$ cat src/rtl/otsu_pkg.sv
// Shared constants for the Otsu threshold engine.
package otsu_pkg;

  localparam int LEVELS_DEF          = 256;
  localparam int MAX_PIXELS_LOG2_DEF = 24;
  localparam int PIXEL_W             = 8;
  localparam int THRESH_W            = 8;
  localparam int CMD_DEPTH           = 4;

endpackage

$ cat src/rtl/otsu_fifo.sv
// Small command queue between the input stage and the histogram/scan engine.
module otsu_fifo #(
  parameter int WIDTH = 8,
  parameter int DEPTH = otsu_pkg::CMD_DEPTH
) (
  input  logic             clk,
  input  logic             rst,
  input  logic             wr_en,
  input  logic [WIDTH-1:0] wr_data,
  output logic             full,
  input  logic             rd_en,
  output logic [WIDTH-1:0] rd_data,
  output logic             empty
);
  import otsu_pkg::*;

  localparam int PW   = (DEPTH > 1) ? $clog2(DEPTH) : 1;
  localparam int CNTW = $clog2(DEPTH + 1);

  logic [WIDTH-1:0] slots [DEPTH];
  logic [PW-1:0]    wptr;
  logic [PW-1:0]    rptr;
  logic [CNTW-1:0]  count;
  logic             do_wr;
  logic             do_rd;

  assign full    = (count == CNTW'(DEPTH));
  assign empty   = (count == '0);
  assign do_wr   = wr_en & ~full;
  assign do_rd   = rd_en & ~empty;
  assign rd_data = slots[rptr];

  always_ff @(posedge clk) begin
    if (do_wr) begin
      slots[wptr] <= wr_data;
    end
  end

  always_ff @(posedge clk) begin
    if (rst) begin
      wptr  <= '0;
      rptr  <= '0;
      count <= '0;
    end else begin
      if (do_wr) begin
        wptr <= (wptr == PW'(DEPTH - 1)) ? '0 : wptr + 1'b1;
      end
      if (do_rd) begin
        rptr <= (rptr == PW'(DEPTH - 1)) ? '0 : rptr + 1'b1;
      end
      if (do_wr && !do_rd) begin
        count <= count + 1'b1;
      end else if (do_rd && !do_wr) begin
        count <= count - 1'b1;
      end
    end
  end

endmodule

$ cat config.mk
export PLATFORM = sky130hd
export DESIGN_NAME = otsu_fifo
export DESIGN_NICKNAME = d
export VERILOG_FILES = /design/src/rtl/otsu_pkg.sv /design/src/rtl/otsu_fifo.sv
export SDC_FILE = /design/constraint.sdc
export NUM_CORES = 1
export LEC_CHECK = 0
export ABC_AREA = 1
export BUFFER_PORTS_ARGS = -buffer_cell sky130_fd_sc_hd__buf_2
export CORE_MARGIN = 10
export CORE_UTILIZATION = 30
export DETAILED_ROUTE_END_ITERATION = 10
export GPL_TIMING_DRIVEN = 0
export HOLD_SLACK_MARGIN = 0.05
export PLACE_DENSITY = 0.55
export SLEW_MARGIN = 20
export SYNTH_ARGS = -nofsm -noshare
export SYNTH_HDL_FRONTEND = slang
export SYNTH_SLANG_ARGS = --single-unit
$ cat constraint.sdc
create_clock -name clk -period 2.49 [get_ports clk]
set_clock_uncertainty 0.15 [all_clocks]
set_input_delay 0.249 -clock clk [delete_from_list [all_inputs] [get_ports clk]]
set_output_delay 0.249 -clock clk [all_outputs]
set_load 0.05 [all_outputs]
# ---- Word level (Yosys, flattened, before mapping)
# Memories as Yosys holds them, arrays and structs flattened. A register that Yosys moved wholly into a read port is not among the register bits.
# Cells that the tools add are included.
dict set report totals {
  latch_bits 0
  ram_bits 32
  reg_bits 7
  rom_bits 0
  memories 1
}
# name words width read_ports rd_ports_with_merged_regs write_ports line_no
set mem_list {}
lappend mem_list {slots 4 8 1 1 1 otsu_fifo.sv:20} ;# logic [WIDTH-1:0] slots [DEPTH];
dict set report classes {
  bitwise_logic 4
  n_shift 0
  eq_ne 3
  n_div 0
  multipliers 0
  add_sub_neg 4
  reduce_logical 6
  order_cmp 0
  n_mux 8
}
# op count
set ops {}
lappend ops {{two-way mux 2 bit} 4}
lappend ops {{two-way mux 3 bit} 2}
lappend ops {{adder 2 x 1 -> 2 bit (second input constant)} 2}
lappend ops {{== test 2 bit (second input constant)} 2}
lappend ops {{adder 3 x 1 -> 3 bit (second input constant)} 1}
lappend ops {{== test 3 bit (second input constant)} 1}
lappend ops {{zero test 3 bit} 1}
lappend ops {{subtractor 3 x 1 -> 3 bit (second input constant)} 1}
lappend ops {{bitwise AND 1 bit} 2}
lappend ops {{logical AND 1 bit} 2}
lappend ops {{zero test 1 bit} 2}
lappend ops {{two-way mux 1 bit} 2}
lappend ops {{inverter 1 bit} 2}
lappend ops {{nonzero test 2 bit} 1}

# ---- Logic depth before layout (Yosys ltp)
# Gate-level depths: netlist (run 1).
dict set report depth {
  word_depth 7
  ltp_mapped 13
  mapped_depth_nobuf 13
}

# ---- Least setup slack after synthesis (run 1)
# Ideal clock, no wire load.
dict set report synth_path {
  path_kind {register to register}
  start {reg count[1]}
  end {reg count[1]}
  stages_incl_launch_ff 10
  n_path_buf 0
  arrival_ns 1.574
  slack_ns 0.650
  setup_ns 0.116
  synth_period_minus_slack_ns 1.840
  required_time_ns 2.224
  path_cell_list {dfxtp_1 nor2_1 nand2_1 nand2_2 inv_1 ha_1 inv_1 fa_1 o21ai_0 nor2_1}
}
dict set report synth_via {
  elab_chain_len 6
  word_cells_on_any_way 15
}
# element line_no
set synth_rtl {}
lappend synth_rtl {{from (decl)} otsu_fifo.sv:23} ;# logic [CNTW-1:0] count;
lappend synth_rtl {{from (signal assigned)} otsu_fifo.sv:52} ;# count <= count + 1'b1;
lappend synth_rtl {{from (signal assigned)} otsu_fifo.sv:54} ;# count <= count - 1'b1;
lappend synth_rtl {{== test 3 bit *} otsu_fifo.sv:27} ;# assign full = (count == CNTW'(DEPTH));
lappend synth_rtl {{inverter 1 bit *} otsu_fifo.sv:29} ;# assign do_wr = wr_en & ~full;
lappend synth_rtl {{bitwise AND 1 bit *} otsu_fifo.sv:29}
lappend synth_rtl {{named net do_wr} otsu_fifo.sv:24} ;# logic do_wr;
lappend synth_rtl {{zero test 1 bit} otsu_fifo.sv:53} ;# end else if (do_rd && !do_wr) begin
lappend synth_rtl {{logical AND 1 bit} otsu_fifo.sv:53}
lappend synth_rtl {{nonzero test 2 bit (no line)} -}
# Mark *: on every way through the listed nets, which the timed path passes. The rest lies on a longest branch. The select of a mux whose other input is x is not followed.
# A chain may end at the register's enable or synchronous reset.

# ---- Final worst setup path (run 1)
dict set report layout_path {
  start {reg count[0]}
  end {reg count[1]}
}
# Same word-level chain as after synthesis.

==> results of run 1 <==
[cell type report]
| type | instances | area [µm²] |
|---|---|---|
| Buffer | 2 | 22.5 |
| Clock buffer | 6 | 72.6 |
| Clock inverter | 2 | 33.8 |
| Fill cell | 547 | 3420 |
| Inverter | 18 | 67.6 |
| Multi-Input combinational cell | 86 | 465 |
| Sequential cell | 41 | 1140 |
| Tap cell | 72 | 90.1 |
| Timing Repair Buffer | 30 | 195 |
[final timing paths]
| path | cells after the start | startpoint | slack [ns] | endpoint |
|---|---|---|---|---|
| setup reg to reg | 9 | count[0]$_SDFFE_PP0P_ | 0.45 | count[1]$_SDFFE_PP0P_ |
| setup / recovery | 9 | count[0]$_SDFFE_PP0P_ | 0.45 | count[1]$_SDFFE_PP0P_ |
| hold / removal | 3 | wr_en | 0.09 | wptr[1]$_SDFFE_PP0P_ |
| hold reg to reg | 2 | count[1]$_SDFFE_PP0P_ | 0.38 | count[1]$_SDFFE_PP0P_ |
[timing repair]
action | CTS | global route
resized for setup | 0 | 0
hold buffers | 9 | 0
endpoints found under the hold margin | 33 | 0
[where the power goes]
group | total, mW | switching [mW] | internal [mW]
Clock | 0.510 | 0.214 | 0.296
Combinational | 0.936 | 0.676 | 0.260
Sequential | 0.927 | 0.0779 | 0.849
[state kept, by name, summed over array words and instances, names as in the netlist, named ones only]
register,flops
wptr,2
count,3
rptr,2
slots,32
[cell usage in the layout, fill, tap and decap left out]
master and instances:
edfxtp_1 32, dfxtp_1 9, nand2_2 1, fa_1 1, nand3_1 1, clkbuf_1 1, nand3b_1 2, bufinv_16 1
o21ai_1 1, ha_1 6, inv_1 17, o22ai_1 8, a21oi_1 2, nand4_1 1, clkbuf_8 5, o21ai_0 13
nor2_1 33, buf_6 2, dlygate4sd3_1 9, o21ai_2 3, xor2_1 1, inv_2 1, buf_2 21, clkinv_1 1
nand2_1 13
[kinds of logic after synthesis]
family | count (synthesis) | synth area share, %
simple gates | 51 | 12.1
xor+xnor | 1 | 0.516
flops | 41 | 67.3
buf+inv | 20 | 5.31
compound gates | 27 | 9.22
fa+ha+maj | 7 | 5.60
[critical path, cell delays in order, from the launching register on]
cell     delay (ns)
dfxtp_1        0.35
nor2_1         0.14
nand2_1        0.14
nand2_2        0.15
inv_1          0.06
ha_1           0.20
inv_1          0.09
fa_1           0.41
o21ai_0        0.19
nor2_1         0.05
[cell usage after synthesis]
cell,number
nor2_1,33
edfxtp_1,32
inv_1,17
nand2_1,13
o21ai_0,13
dfxtp_1,9
o22ai_1,8
ha_1,6
o21ai_2,3
a21oi_1,2
buf_6,2
nand3b_1,2
fa_1,1
inv_2,1
nand2_2,1
nand3_1,1
nand4_1,1
o21ai_1,1
xor2_1,1
[per-layer routing]
layer  up-vias  global-route usage [%]  routed length (µm)
met5         -                       0                   0
met4         0                    2.99                  27
met3         4                    3.93                 235
met2        23                    13.4                1500
met1       484                    7.87                1440
li1        575                       -                   -
[stage by stage]
stage	cell area (µm²)	setup WS, ns	instances	hold WS, ns	util [%]
final	2090	0.454	257	0.0947	37.9
after global routing	2090	0.214	257	0.124	37.9
after CTS	2090	0.432	257	0.0862	37.9
after detailed placement	1890	0.452	240	0.276	34.4
after global placement	1890	0.459	240	0.272	34.4
after floorplan	1700	0.650	147	0.171	-
==> results.json, run 1 <==
{
  "status": "finished clean",
  "clock_latency_ns": 0.29,
  "cp.required_ns": 2.52,
  "rsz0062_at_grt": "no",
  "start_util_pct": 30.8,
  "postRouteAntennaNets": 0,
  "synth.area.top_cells": "edfxtp_1 57%, dfxtp_1 11%, nor2_1 7.3%, ha_1 4.4%, o21ai_0 3.8%",
  "grt_remaining_overflow": 0,
  "dp_hpwl_um": 2150,
  "core_area_mm2": 0.00551,
  "postSynthAreaPerCell_um2": 11.5,
  "cts_setup_buffers": 0,
  "cap_violations": 0,
  "first_global_vias": 1160,
  "setup_viol": 0,
  "grt_pass1_wl_um": 5300,
  "yosysUniqueCellTypes": 19,
  "synth_seq_cells": 41,
  "cp.arrival_ns": 2.07,
  "fin_nets": 203,
  "drt_iter0_drc": 43,
  "leakage_nw": 0.835,
  "peakVddDrop_v": 0.000582,
  "synthCells": 147,
  "fmax_mhz": 491,
  "die_x_um": 95.2,
  "numClockSinks": 41,
  "drv_slew": 0,
  "startpoint_type": "register",
  "clock_path_buffers": 2,
  "yosysSeqAreaShare_pct": 67.3,
  "end_kind": "register",
  "drive_gt1_share_pct": 18.4,
  "cts_root_buf": "clkbuf_8",
  "yosys_warnings": 0,
  "hp-class": "in2reg",
  "die-area_mm2": 0.00906,
  "cts_tree": "built",
  "cts_buffers": 5,
  "clk_pin_slew_ns": 0.07,
  "vias_per_cell": 4.23,
  "synth_area_mm2": 0.00170,
  "worst-setup-path-type": "reg2reg",
  "die_h_um": 95.2,
  "worst_slew_pin_slew_ns": 0.847,
  "period_minus_slack_ns": 2.04,
  "slew_headroom_pct": 43.3,
  "gr-usage-all-layers_pct": 7.75,
  "critPathMaxFanout": 7,
  "wirelength_um": 3210,
  "n_antenna_cell": 0,
  "ios": 22,
  "area_delta_synth_final_pct": 23.1,
  "synth_top_area_cell": "edfxtp_1",
  "antenna_found_initial": 0,
  "via_count": 1086,
  "post-route-period-util_pct": 81.8,
  "syn_nets": 166,
  "gp_congestion": 0.686,
  "htreeDepth": 2,
  "grt_max_degree": 13,
  "wire_per_inst_um": 12.5,
  "drtPass1Iterations": 4,
  "power_mw": 2.37,
  "drc": 0,
  "p_per_area_mw_per_mm2": 1140,
  "rows": 27,
  "io_buffers": 21,
  "yosysTopAreaCellShare_pct": 56.6,
  "hold_violations": 0,
  "setup_tns_ns": 0
}
Note: power is estimated with default switching activity, not from simulation.
==> run 2: changes to the inputs <==
Settings changed: ABC_AREA 1 to 0, PLACE_DENSITY 0.55 to 0.57.
Clock period 2.49 ns to 1.7 ns, I/O delays scaled along.
==> results.json, run 2 <==
{
  "status": "finished with violations",
  "violations": "negative setup slack",
  "grt_max_degree": 14,
  "cp.arrival_ns": 2.21,
  "postSynthAreaPerCell_um2": 17.9,
  "area_delta_synth_final_pct": 32.9,
  "drive_gt1_share_pct": 45.5,
  "dp_hpwl_um": 2000,
  "drtPass1Iterations": 4,
  "final_common_cell": "edfxtp_1",
  "gp_congestion": 0.699,
  "synth.area.top_cells": "edfxtp_1 58%, dfxtp_1 11%, mux4_2 11%, ha_1 4.6%, and3_2 1.8%",
  "synth_seq_cells": 41,
  "yosysTopAreaCellShare_pct": 58.4,
  "htreeDepth": 2,
  "synth_edf_count": 32,
  "synthCells": 92,
  "antenna_found_initial": 0,
  "syn_nets": 111,
  "critical-path-max-stage-delay_ns": 0.37,
  "critPathMaxFanout": 5,
  "grt_pass1_wl_um": 4880,
  "synth.most_common_cell": "edfxtp_1",
  "core_area_mm2": 0.00520,
  "drc": 0,
  "fin_nets": 150,
  "wirelength_um": 2950,
  "io_buffers": 20,
  "hp-class": "in2reg",
  "worst_slew_pin_slew_ns": 0.394,
  "regMostFlops": "slots",
  "die_x_um": 94.1,
  "cp.buffers_inverters": 2,
  "start_util_pct": 31.6,
  "yosys-top-cells-count": "32 x edfxtp_1, 9 x dfxtp_1, 8 x mux4_2, 6 x ha_1",
  "n_antenna_cell": 0,
  "ios": 22,
  "reg_top3": "slots x32, count x3",
  "die_h_um": 94.1,
  "leakage_nw": 0.787,
  "via_count": 901,
  "rows": 26,
  "cts_tree": "built",
  "cap_violations": 0,
  "die-area_mm2": 0.00885,
  "clock_latency_ns": 0.29,
  "cp.depth": 9,
  "drv_slew": 0,
  "clock_path_buffers": 2,
  "gr-usage-all-layers_pct": 7.16,
  "cp.required_ns": 1.76,
  "post-route-period-util_pct": 126,
  "layout_common_cells": "32 x edfxtp_1, 11 x buf_2, 8 x mux4_2, 8 x dlygate4sd3_1, 8 x buf_6",
  "first_global_vias": 1056,
  "cts_buffers": 5,
  "worst_slack_ns": -0.447,
  "cp_slowest_cell": "dfxtp_4",
  "yosys_warnings": 0,
  "setup_viol": 10,
  "postRouteAntennaNets": 0,
  "numClockSinks": 41,
  "reg2regPathDepth": 9,
  "clk_pin_slew_ns": 0.08,
  "crit_family": "simple AND/OR/NAND/NOR gates",
  "slew_headroom_pct": 73.7,
  "grt_remaining_overflow": 0,
  "fmax_mhz": 466,
  "cp_cell_sequence": "or3b_4 > clkinv_8 > nor2_4 > ha_4 > inv_2 > fa_2 > xor2_1 > or3_4 > a21oi_2",
  "fin_util_pct": 42.0,
  "yosysSeqAreaShare_pct": 69.4,
  "peakVddDrop_v": 0.000699,
  "async_flop_share_pct": 0,
  "p_per_area_mw_per_mm2": 1490,
  "hold_violations": 0,
  "rsz0062_at_grt": "yes",
  "end_kind": "register",
  "yosys_most_used_dff": "edfxtp_1",
  "period_minus_slack_ns": 2.15,
  "startpoint_type": "register",
  "synth_top_area_cell": "edfxtp_1",
  "nFillCells": 467,
  "post-place-ws_ns": -0.580,
  "wire_per_inst_um": 14.6,
  "drt_iter0_drc": 21,
  "vias_per_cell": 4.46,
  "synth_area_mm2": 0.00165,
  "min_path_cells": 3,
  "largest_reg_flops": 32,
  "worst-setup-path-type": "reg2reg",
  "yosysUniqueCellTypes": 26,
  "cts_root_buf": "clkbuf_8"
}
[run 2: metrics by stage]
stage	setup TNS, ns	instances	instance area [µm²]	hold WS [ns]	total power, mW
final	-1.25	202	2190	0.0662	3.26
after global routing	-1.78	202	2190	0.0682	3.43
after CTS	-1.67	203	2190	0.0560	3.28
after detailed placement	-0.981	182	1870	0.240	2.41
after global placement	-0.903	182	1870	0.232	2.38
after floorplan	-0.887	92	1690	0.119	2.18
[run 2: worst reg2reg max path, cell delays in order (launching register included)]
cell	delay, ns
dfxtp_4	0.37
or3b_4	0.28
clkinv_8	0.06
nor2_4	0.11
ha_4	0.15
inv_2	0.04
fa_2	0.33
xor2_1	0.16
or3_4	0.33
a21oi_2	0.12
[run 2: worst paths after layout]
kind                         start                     to  slack [ns]
max          count[2]$_SDFFE_PP0P_  count[2]$_SDFFE_PP0P_       -0.45
min                          wr_en   wptr[1]$_SDFFE_PP0P_        0.07
max reg2reg  count[2]$_SDFFE_PP0P_  count[2]$_SDFFE_PP0P_       -0.45
min reg2reg   rptr[0]$_SDFFE_PP0P_               register        0.35
[run 2: logic make-up after synthesis]
logic type,after synthesis,share of synthesized area [%]
flip-flops,41,69.4
AND/OR/NAND/NOR,16,5.70
multiplexers,10,12.2
buffers and inverters,9,2.89
AO/OA/AOI/OAI,7,3.04
adder cells (fa/ha/maj),7,5.78
XOR/XNOR,2,1.06
[run 2: routing by layer]
metal / GRT usage, % / part of all wire, %
met1: 7.53 / 43
met2: 12.0 / 49
met3: 3.12 / 6.8
met4: 3.42 / 1.2
met5: 0 / 0
[run 2: area by class of cell]
type | instances | area [µm²] | share of cell area [%]
multi-input combinational | 42 | 510 | 23.4
sequential | 41 | 1150 | 52.8
clock inverter | 3 | 17.5 | 0.801
timing repair buffer | 34 | 293 | 13.4
buffer | 2 | 23.8 | 1.09
tap | 70 | 87.6 | 4.01
inverter | 5 | 31.3 | 1.43
clock buffer | 5 | 68.8 | 3.15
[run 2: report_power, final]
group | internal, mW | switching [mW] | total (mW) | leakage [nW]
registers | 1.24 | 0.0896 | 1.33 | 0.370
logic | 0.594 | 0.732 | 1.33 | 0.372
clock network | 0.284 | 0.326 | 0.610 | 0.0455
total | 2.11 | 1.15 | 3.26 | 0.787
[run 2: what timing repair did]
| item | 4_1_cts | 5_1_grt |
|---|---|---|
| hold endpoints to repair | 32 | 0 |
| cloned | 0 | 0 |
| hold buffers | 8 | 0 |
| resized for setup | 31 | 3 |
| buffers inserted | 6 | 0 |
| pin swaps | 6 | 1 |
| endpoints found under the setup margin | 12 | 13 |
