===== config.mk =====
export PLATFORM = sky130hd
export DESIGN_NAME = otsu_front
export DESIGN_NICKNAME = d
export VERILOG_FILES = /design/src/rtl/otsu_pkg.sv /design/src/rtl/otsu_front.sv
export SDC_FILE = /design/constraint.sdc
export NUM_CORES = 1
export LEC_CHECK = 0
export BUFFER_PORTS_ARGS = -buffer_cell sky130_fd_sc_hd__buf_2
export CORE_ASPECT_RATIO = 0.5
export CORE_MARGIN = 8
export CORE_UTILIZATION = 45
export CTS_BUF_LIST = sky130_fd_sc_hd__clkbuf_2 sky130_fd_sc_hd__clkbuf_4 sky130_fd_sc_hd__clkbuf_8
export CTS_CLUSTER_SIZE = 28
export DETAILED_ROUTE_END_ITERATION = 8
export GPL_TIMING_DRIVEN = 1
export PLACE_DENSITY = 0.7
export SETUP_SLACK_MARGIN = 0.05
export SLEW_MARGIN = 20
export SYNTH_ARGS = -nofsm -noshare
export SYNTH_HDL_FRONTEND = slang
export SYNTH_SLANG_ARGS = --single-unit
export TNS_END_PERCENT = 30

===== constraint.sdc =====
create_clock -name clk -period 4.5 [get_ports clk]
set_clock_uncertainty 0.2 [all_clocks]
set_input_delay 0.45 -clock clk [delete_from_list [all_inputs] [get_ports clk]]
set_output_delay 0.45 -clock clk [all_outputs]
set_load 0.02 [all_outputs]

===== src/rtl/otsu_pkg.sv =====
// Shared constants for the Otsu threshold engine.
package otsu_pkg;

  localparam int LEVELS_DEF          = 256;
  localparam int MAX_PIXELS_LOG2_DEF = 24;
  localparam int PIXEL_W             = 8;
  localparam int THRESH_W            = 8;
  localparam int CMD_DEPTH           = 4;

endpackage


===== src/rtl/otsu_front.sv =====
// Input stage: clamps levels, applies the pixel cap and keeps the running count and sum.
module otsu_front #(
  parameter int LEVELS          = otsu_pkg::LEVELS_DEF,
  parameter int MAX_PIXELS_LOG2 = otsu_pkg::MAX_PIXELS_LOG2_DEF,
  parameter int LW              = $clog2(LEVELS),
  parameter int CW              = MAX_PIXELS_LOG2 + 1,
  parameter int SW              = MAX_PIXELS_LOG2 + LW,
  parameter int CMD_W           = 2 + LW + CW + SW
) (
  input  logic                         clk,
  input  logic                         rst,
  input  logic [otsu_pkg::PIXEL_W-1:0] pixel_value,
  input  logic                         last,
  input  logic                         push,
  output logic                         full,
  output logic                         q_push,
  output logic [CMD_W-1:0]             q_data,
  input  logic                         q_full
);
  import otsu_pkg::*;

  logic [CW-1:0] seen;
  logic [SW-1:0] sum;
  logic [CW-1:0] seen_next;
  logic [SW-1:0] sum_next;
  logic [LW-1:0] level;
  logic          inc;

  always_comb begin
    if ({1'b0, pixel_value} >= (PIXEL_W+1)'(LEVELS)) begin
      level = LW'(LEVELS - 1);
    end else begin
      level = pixel_value[LW-1:0];
    end
    inc       = ~seen[MAX_PIXELS_LOG2];
    seen_next = seen + CW'(inc);
    sum_next  = inc ? sum + SW'(level) : sum;
  end

  assign full   = q_full;
  assign q_push = push & ~q_full;
  assign q_data = {last, inc, level, seen_next, sum_next};

  always_ff @(posedge clk) begin
    if (rst) begin
      seen <= '0;
      sum  <= '0;
    end else if (q_push) begin
      if (last) begin
        seen <= '0;
        sum  <= '0;
      end else begin
        seen <= seen_next;
        sum  <= sum_next;
      end
    end
  end

endmodule


Word-level counts from Yosys, hierarchy flattened
Cells that the tools add are included.
{ "totals": {"romBits": 0, "inputBits": 13, "regBits": 57, "output_inout_bits": 69, "n_memories": 0, "latchBits": 0, "elab_cells": 10, "ram_bits": 0} }
{ "op_classes": {"shift": 0, "eq_ne": 0, "div_mod_pow": 0, "magnitude_cmp": 0, "addsub": 2, "mux": 3, "bitwise_logic": 3, "n_reduce_logical": 0, "mul": 0} }
{ "ops": {"columns": ["op", "count"], "rows": [
  ["32-bit two-way mux", 2],
  ["32-bit by 8-bit adder with 32-bit output", 1],
  ["25-bit by 1-bit adder with 25-bit output", 1],
  ["25-bit two-way mux", 1],
  ["1-bit NOT", 2],
  ["1-bit AND", 1]
]} }

Longest topological paths before layout
Gate-level depths: netlist of run 1.
{ "logic_depth": {"depth_word": 3, "ltp_mapped": 8, "depth_no_buf": 8} }

Worst setup path after synthesis of run 1
No wires, ideal clock.
{ "synth_timing": {"kind": "input to output", "startpoint": "in pixel_value[0] (netlist bit)", "endpoint": "out q_data[20]", "path_stages": 8, "n_path_buf": 1, "setup_slack_ps": 1542, "arrival_ps": 2308, "required_time_ps": 3850, "cell_sequence": "ha_1 -> fa_1 -> a211oi_1 -> o211ai_2 -> and2_1 -> clkbuf_1 -> nand3_1 -> xnor2_1"} }
{ "synth_between": {"elab_chain_cells": 2} }
{ "synth_rtl": {"columns": ["item", "line", "rtl"], "rows": [
  ["start: declaration", "otsu_front.sv:12", "input logic [otsu_pkg::PIXEL_W-1:0] pixel_value,"],
  ["32-bit by 8-bit adder with 32-bit output", "otsu_front.sv:37", "sum_next = inc ? sum + SW'(level) : sum;"],
  ["32-bit two-way mux", "otsu_front.sv:37", null],
  ["end: declaration", "otsu_front.sv:17", "output logic [CMD_W-1:0] q_data,"]
]} }
Every way passes these cells.

Worst setup path in the final report of run 1
{ "layout_timing": {"startpoint": "reg seen[24]", "endpoint": "out q_data[56]"} }
{ "layout_between": {"elab_chain_cells": 2} }
{ "layout_rtl": {"columns": ["item", "line", "rtl"], "rows": [
  ["start: declaration", "otsu_front.sv:22", "logic [CW-1:0] seen;"],
  ["start signal: assignment", "otsu_front.sv:53", "seen <= seen_next;"],
  ["1-bit NOT", "otsu_front.sv:35", "inc = ~seen[MAX_PIXELS_LOG2];"],
  ["25-bit by 1-bit adder with 25-bit output (*)", "otsu_front.sv:36", "seen_next = seen + CW'(inc);"]
]} }
Every way passes the cells marked *; elsewhere a longest branch is shown, timed or not.

==> results of run 1 <==
layer usage:
metal  vias up  global-route usage [%]
met2       144                    28.8
met1      1826                    24.3
met3        20                    6.47
met4         0                    6.69
met5         -                       0
li1       1961                       -
final cells by class:
type                    count  area, um2
fillers                   853       4110
multi-input cells         389       2600
flip-flops and latches     57       1140
repair buffers             85        435
clock buffers              13        160
well taps                 117        146
inverters                  11       41.3
clock inverters             3       40.0
metrics by stage:
step	cell area (um2)	std cells
2_1_floorplan	4000	499
3_3_place_gp	4360	659
3_5_place_dp	4360	659
4_1_cts	4560	675
5_1_grt	4560	675
6_report	4560	675
cell usage in the layout, fill, tap and decap left out, types with 16 or more instances in the layout:
cell,instances
xnor2_1,32
nand4_1,16
nor2_1,35
dfxtp_1,57
buf_2,81
nand3_1,21
xor2_1,21
a21oi_1,23
a31oi_1,21
o21ai_0,34
nand2_1,46
power by group through the flow:
stage                     sequential (mW)  combinational [mW]  clock (mW)
final                               0.514               0.136       0.499
after global routing                0.514               0.148       0.531
after floorplan                     0.524              0.0990           0
after CTS                           0.514               0.136       0.516
after detailed placement            0.525               0.136           0
after global placement              0.525               0.135           0
state kept, by name, summed over array words and instances, names as in the netlist:
signal / flops
sum: 32
seen: 25
how the worst max path moves through the flow:
stage	end	slack [ns]
after detailed placement	q_data[20]	1.20
after global placement	q_data[24]	1.23
after global routing	q_data[54]	0.57
after floorplan	q_data[20]	1.54
final	q_data[56]	0.90
after CTS	q_data[56]	0.90
critical path, delay by kind of cell, from the launching register on:
| family | cells | cell delay (ns) |
|---|---|---|
| xor+xnor | 1 | 0.19 |
| fa+ha+maj | 2 | 0.51 |
| buf+inv | 2 | 0.36 |
| flops | 1 | 0.31 |
| simple gates | 3 | 1.25 |
kinds of logic (layout without fill, tap and decap cells):
family          count (synthesis)  after routing  share of synthesized area, %
compound gates                140            140                          23.9
simple gates                  180            180                          24.6
mux                             5              5                          1.35
buf+inv                        53            112                          6.39
fa+ha+maj                      11             11                          3.63
xor+xnor                       53             53                          11.6
flops                          57             57                          28.6
==> results.toml, run 1 <==
[cts]
clk_latency_ns = 0.35
path_clk_slew_ns = 0.06
post_cts_resized = 0
cts_buffers = 9
htreeDepth = 3
cts.sinks = 57
clockBufferDepth = 2
cts_setup_buffers = 0
cts_tree = "built"
cts_hold_buf = 0
root_buffer = "clkbuf_8"

[pwr]
p_comb_share_pct = 11.8
ir_drop_mv = 0.125
intPower_uw = 841
p_per_area_mw_per_mm2 = 252
cellLeakagePower_nw = 1.89
pwr-share-clk_pct = 43.5
pwr-share-seq_pct = 44.7
switchingPower_uw = 307
finalPower_mw = 1.15
sw_frac_of_total_pct = 26.8

[global_route]
grt_overflow = 0
gr-usage-all-layers_pct = 18.8
antenna_found_initial = 0
grt_pass1_wl_um = 18600
grt_max_degree = 38
grt_pass1_vias = 3751

[placement]
preCtsSetupSlack_ns = 1.20
io_buffers = 81
place_hpwl_um = 7980
gp_congestion = 0.864

[final_layout]
antennaDiodeCount = 0
nNetsFinal = 577
drive_gt1_share_pct = 21.0
syn_to_final_growth_pct = 14.2
final_core_util_pct = 52.6

[sta]
whs_ns = 0.233
rsz0062_at_grt = "no"
finalCriticalPeriod_ns = 3.60
fmax_mhz = 278
hold_viol = 0
maxSlewViolCount = 0
relSlewSlack_pct = 42.9
setup_tns_ns = 0
fin_ws_ns = 0.898
fin_crit_sh_pct = 80.0
setup_violations = 0
tightest_slew_ns = 0.855

[yosys]
synthTopCellsByCount = "dfxtp_1 (57), nand2_1 (46), nor2_1 (35)"
ys.flop_type = "dfxtp_1"
async_flop_share_pct = 0
synth_seq_area_share_pct = 28.6
synth_cell_types = 55
synth_warnings = 0
yosys-top-cells-area = "dfxtp_1 (29%), xnor2_1 (7.0%), xor2_1 (4.6%)"
syn_area_mm2 = 0.00400
synth-seq-cells = 57
synth-edff-count = 0
syn-num-nets = 523
yosysMostFrequentCell = "dfxtp_1"
yosys.area.top_type_share_pct = 28.6
syn_inst = 499
synth_top_area_cell = "dfxtp_1"
syn_area_per_cell_um2 = 8.01

[drt]
wl_met3_um = 934
ant_nets = 0
drtIter0Drc = 291
wirelength_um = 11200
vias_per_cell = 5.85
vias = 3951
drc = 0
drt-pass1-iter-count = 4
wl_per_cell_um = 16.6
met2_length_um = 4770
topRoutingLayerUsed = "met4"
wl_met1_um = 5350

[hold_path]
min_from = "sum[31]$_SDFFE_PP0P_"
worstHoldPathCells = 1
whs_endpoint = "sum[31]$_SDFFE_PP0P_"
hold_class = "reg2reg"

[setup_path]
crit_path_cell_trace = "clkinv_1 -> ha_1 -> ha_1 -> nand4_1 -> or4_1 -> nor4_2 -> xnor2_1 -> buf_2"
r2r-end = "seen[24]$_SDFFE_PP0P_"
cp.arrival_ns = 2.95
cp_common_cell = "ha_1"
crit_path_top_delay_cell = "or4_1"
cp_slowest_stage_delay_ns = 0.62
rr_startpoint = "seen[24]$_SDFFE_PP0P_"
path_class = "reg2out"
rrSetupSlack_ns = 1.62
crit_fanout = 10
cp-startpoint = "seen[24]$_SDFFE_PP0P_"
cp-start-kind = "register"
rr_worst_depth = 8
worst-endpoint-required_ns = 3.85
cp-end-kind = "output port"

[floorplan]
coreArea_mm2 = 0.00868
rows = 24
ios = 82
die_h_um = 82.6
start_util_pct = 46.0
fp.dieArea_mm2 = 0.0123
die_x_um = 149

[run_status]
status = "completed"

[job]
cap_violations = 0
Power figures use the tool's default switching activity.
==> run 2: changes to the inputs <==
--- a/config.mk
+++ b/config.mk
@@ -5,6 +5,7 @@
 export SDC_FILE = /design/constraint.sdc
 export NUM_CORES = 1
 export LEC_CHECK = 0
+export ABC_AREA = 1
 export BUFFER_PORTS_ARGS = -buffer_cell sky130_fd_sc_hd__buf_2
 export CORE_ASPECT_RATIO = 0.5
 export CORE_MARGIN = 8
@@ -13,7 +14,7 @@
 export CTS_CLUSTER_SIZE = 28
 export DETAILED_ROUTE_END_ITERATION = 8
 export GPL_TIMING_DRIVEN = 1
-export PLACE_DENSITY = 0.7
+export PLACE_DENSITY = 0.72
 export SETUP_SLACK_MARGIN = 0.05
 export SLEW_MARGIN = 20
 export SYNTH_ARGS = -nofsm -noshare
==> constraint.sdc (replaced) <==
create_clock -name clk -period 3.25 [get_ports clk]
set_clock_uncertainty 0.2 [all_clocks]
set_input_delay 0.325 -clock clk [delete_from_list [all_inputs] [get_ports clk]]
set_output_delay 0.325 -clock clk [all_outputs]
set_load 0.02 [all_outputs]
==> results.toml, run 2 <==
[hold_path]
hold_class = "in2reg"
min_from = "rst"
whs_endpoint = "sum[28]$_SDFFE_PP0P_"
worstHoldPathCells = 2

[yosys]
syn_inst = 723
syn_area_per_cell_um2 = 5.99
yosys.area.top_type_share_pct = 26.3
synth_warnings = 0
syn-num-nets = 747
synthTopCellsByCount = "nand2_1 (276), inv_1 (98), nand3_1 (62)"
synth_seq_area_share_pct = 26.3
synth-edff-count = 0
ys.flop_type = "dfxtp_1"
yosys-top-cells-area = "dfxtp_1 (26%), nand2_1 (24%), inv_1 (8.5%)"
synth_cell_types = 38
synth_top_area_cell = "dfxtp_1"
synth-seq-cells = 57
syn_area_mm2 = 0.00433
async_flop_share_pct = 0
yosysMostFrequentCell = "nand2_1"

[drt]
vias = 4594
drt-pass1-iter-count = 5
vias_per_cell = 4.95
wirelength_um = 11900
wl_per_cell_um = 12.9
drc = 0
drtIter0Drc = 260
ant_nets = 0

[final_layout]
nNetsFinal = 813
largest_reg_flops = 32
drive_gt1_share_pct = 18.9
syn_to_final_growth_pct = 15.0
antennaDiodeCount = 0
top_register = "sum"
reg.largest.list = "sum x32, seen x25"
finish.instance_area_mm2 = 0.00498
final_cell_mix = "nand2_1 (276), inv_1 (98), buf_2 (81), nand3_1 (62), dfxtp_1 (57)"
layout_commonest_cell = "nand2_1"

[cts]
cts.sinks = 57
htreeDepth = 3
post_cts_resized = 0
cts_hold_buf = 0
cts_buffers = 9
cts_setup_buffers = 0
path_clk_slew_ns = 0.07
clockBufferDepth = 2
cts_tree = "built"
clk_latency_ns = 0.35
root_buffer = "clkbuf_8"

[run_status]
status = "completed"

[setup_path]
rr_startpoint = "sum[0]$_SDFFE_PP0P_"
path_class = "reg2out"
cp_common_cell = "nand2_1"
crit_path_cell_trace = "ha_1 -> fa_1 -> nand2_1 -> nand3_1 -> nand3_1 -> nand2_1 -> nand2_1 -> nand2_1 -> nand2_1 -> nand2_1 -> nand2_1 -> inv_1 -> buf_2"
r2r-end = "sum[16]$_SDFFE_PP0P_"
cp-start-kind = "register"
crit_path_top_delay_cell = "fa_1"
rrSetupSlack_ns = 0.99
cp_slowest_stage_delay_ns = 0.39
cp-end-kind = "output port"
rr_worst_depth = 10
crit_fanout = 6
cp.arrival_ns = 2.35
worst-endpoint-required_ns = 2.72

[global_route]
gr-usage-met3_pct = 5.02
grt_pass1_vias = 4262
gr-usage-all-layers_pct = 18.2
grt_pass1_wl_um = 19900
use_met1_pct = 22.2
grt_max_degree = 58
top_usage_layer = "met2"
grt_overflow = 0
antenna_found_initial = 0
met2_usage_pct = 31.3

[sta]
fin_ws_ns = 0.377
fin_crit_sh_pct = 88.4
hold_viol = 0
setup_tns_ns = 0
tightest_slew_ns = 0.490
fmax_mhz = 348
relSlewSlack_pct = 67.3
maxSlewViolCount = 0
rsz0062_at_grt = "no"
finalCriticalPeriod_ns = 2.87
whs_ns = 0.238
setup_violations = 0

[placement]
preCtsSetupSlack_ns = 0.609
placed_cell_area_mm2 = 0.00480
io_buffers = 81
gp_congestion = 0.902
place_hpwl_um = 8840

[pwr]
p_comb_share_pct = 10.4
sw_frac_of_total_pct = 27.2
switchingPower_uw = 404
intPower_mw = 1.08
pwr-share-clk_pct = 42.1
cellLeakagePower_nw = 2.44
pwr-share-seq_pct = 47.5
ir_drop_mv = 0.214
p_per_area_mw_per_mm2 = 298

[floorplan]
coreArea_mm2 = 0.00942
rows = 25
start_util_pct = 46.0
die_x_um = 155
die_h_um = 85.4
ios = 82
fp.dieArea_mm2 = 0.0132

[job]
cap_violations = 0
## run 2: cell types whose count changed after synthesis, moves of 8 or more
cell,before,now
a21oi_1,23,56
a22oi_1,8,0
a31oi_1,21,1
inv_1,9,98
nand2_1,46,276
nand3_1,21,62
nand4_1,16,8
o211ai_1,10,0
o21ai_0,34,3
or3_1,8,0
or4_1,10,0
xnor2_1,32,1
xor2_1,21,12
## run 2: worst max path at each step
stage	start	endpoint	slack [ns]	cells past startpoint
2_1_floorplan	seen[24]$_SDFFE_PP0P_	q_data[50]	0.71	13
3_3_place_gp	pixel_value[0]	q_data[26]	0.64	14
3_5_place_dp	pixel_value[0]	q_data[16]	0.61	10
4_1_cts	sum[0]$_SDFFE_PP0P_	q_data[26]	0.37	13
5_1_grt	sum[0]$_SDFFE_PP0P_	q_data[26]	0.11	13
6_report	sum[0]$_SDFFE_PP0P_	q_data[26]	0.38	13
## run 2: layer usage
layer  share of wire [%]  vias to the layer above  wire length, um
met5                   0                        -                0
met4                 1.1                        0              129
met3                 5.6                       11              673
met2                  46                      140             5530
met1                  47                     2062             5610
li1                    -                     2381                -
## run 2: cell families after synthesis
kind of cell / after synthesis / synth area share (%)
simple gates: 435 / 45.5
buf+inv: 138 / 13.2
compound gates: 67 / 8.29
flops: 57 / 26.3
xor+xnor: 15 / 3.38
fa+ha+maj: 11 / 3.35
## run 2: critical path: cells and delay by family, from the launching register on
| kind | cells | cell delay, ns |
|---|---|---|
| DFF | 1 | 0.32 |
| buffers and inverters | 2 | 0.19 |
| and+or+nand+nor | 9 | 0.93 |
| adders and majority gates | 2 | 0.60 |
## run 2: cell type report
cell class | count | area [um2]
multi-input combinational | 528 | 2630
sequential | 57 | 1140
inverter | 105 | 394
clock buffer | 13 | 166
tap | 135 | 169
clock inverter | 3 | 15.0
fill | 989 | 4430
timing repair buffer | 88 | 470
## run 2: power groups by stage
stage	Combinational, mW	Sequential [mW]	Clock, mW
5_1_grt	0.169	0.706	0.680
3_3_place_gp	0.154	0.722	0
3_5_place_dp	0.155	0.722	0
4_1_cts	0.156	0.706	0.644
2_1_floorplan	0.111	0.721	0
6_report	0.155	0.706	0.625
## run 2: through the flow
stage	util (%)	total power, mW	cells
after floorplan	-	0.832	723
after global placement	51.0	0.875	913
after detailed placement	51.0	0.877	913
after CTS	52.9	1.51	929
after global routing	52.9	1.56	929
final	52.9	1.49	929
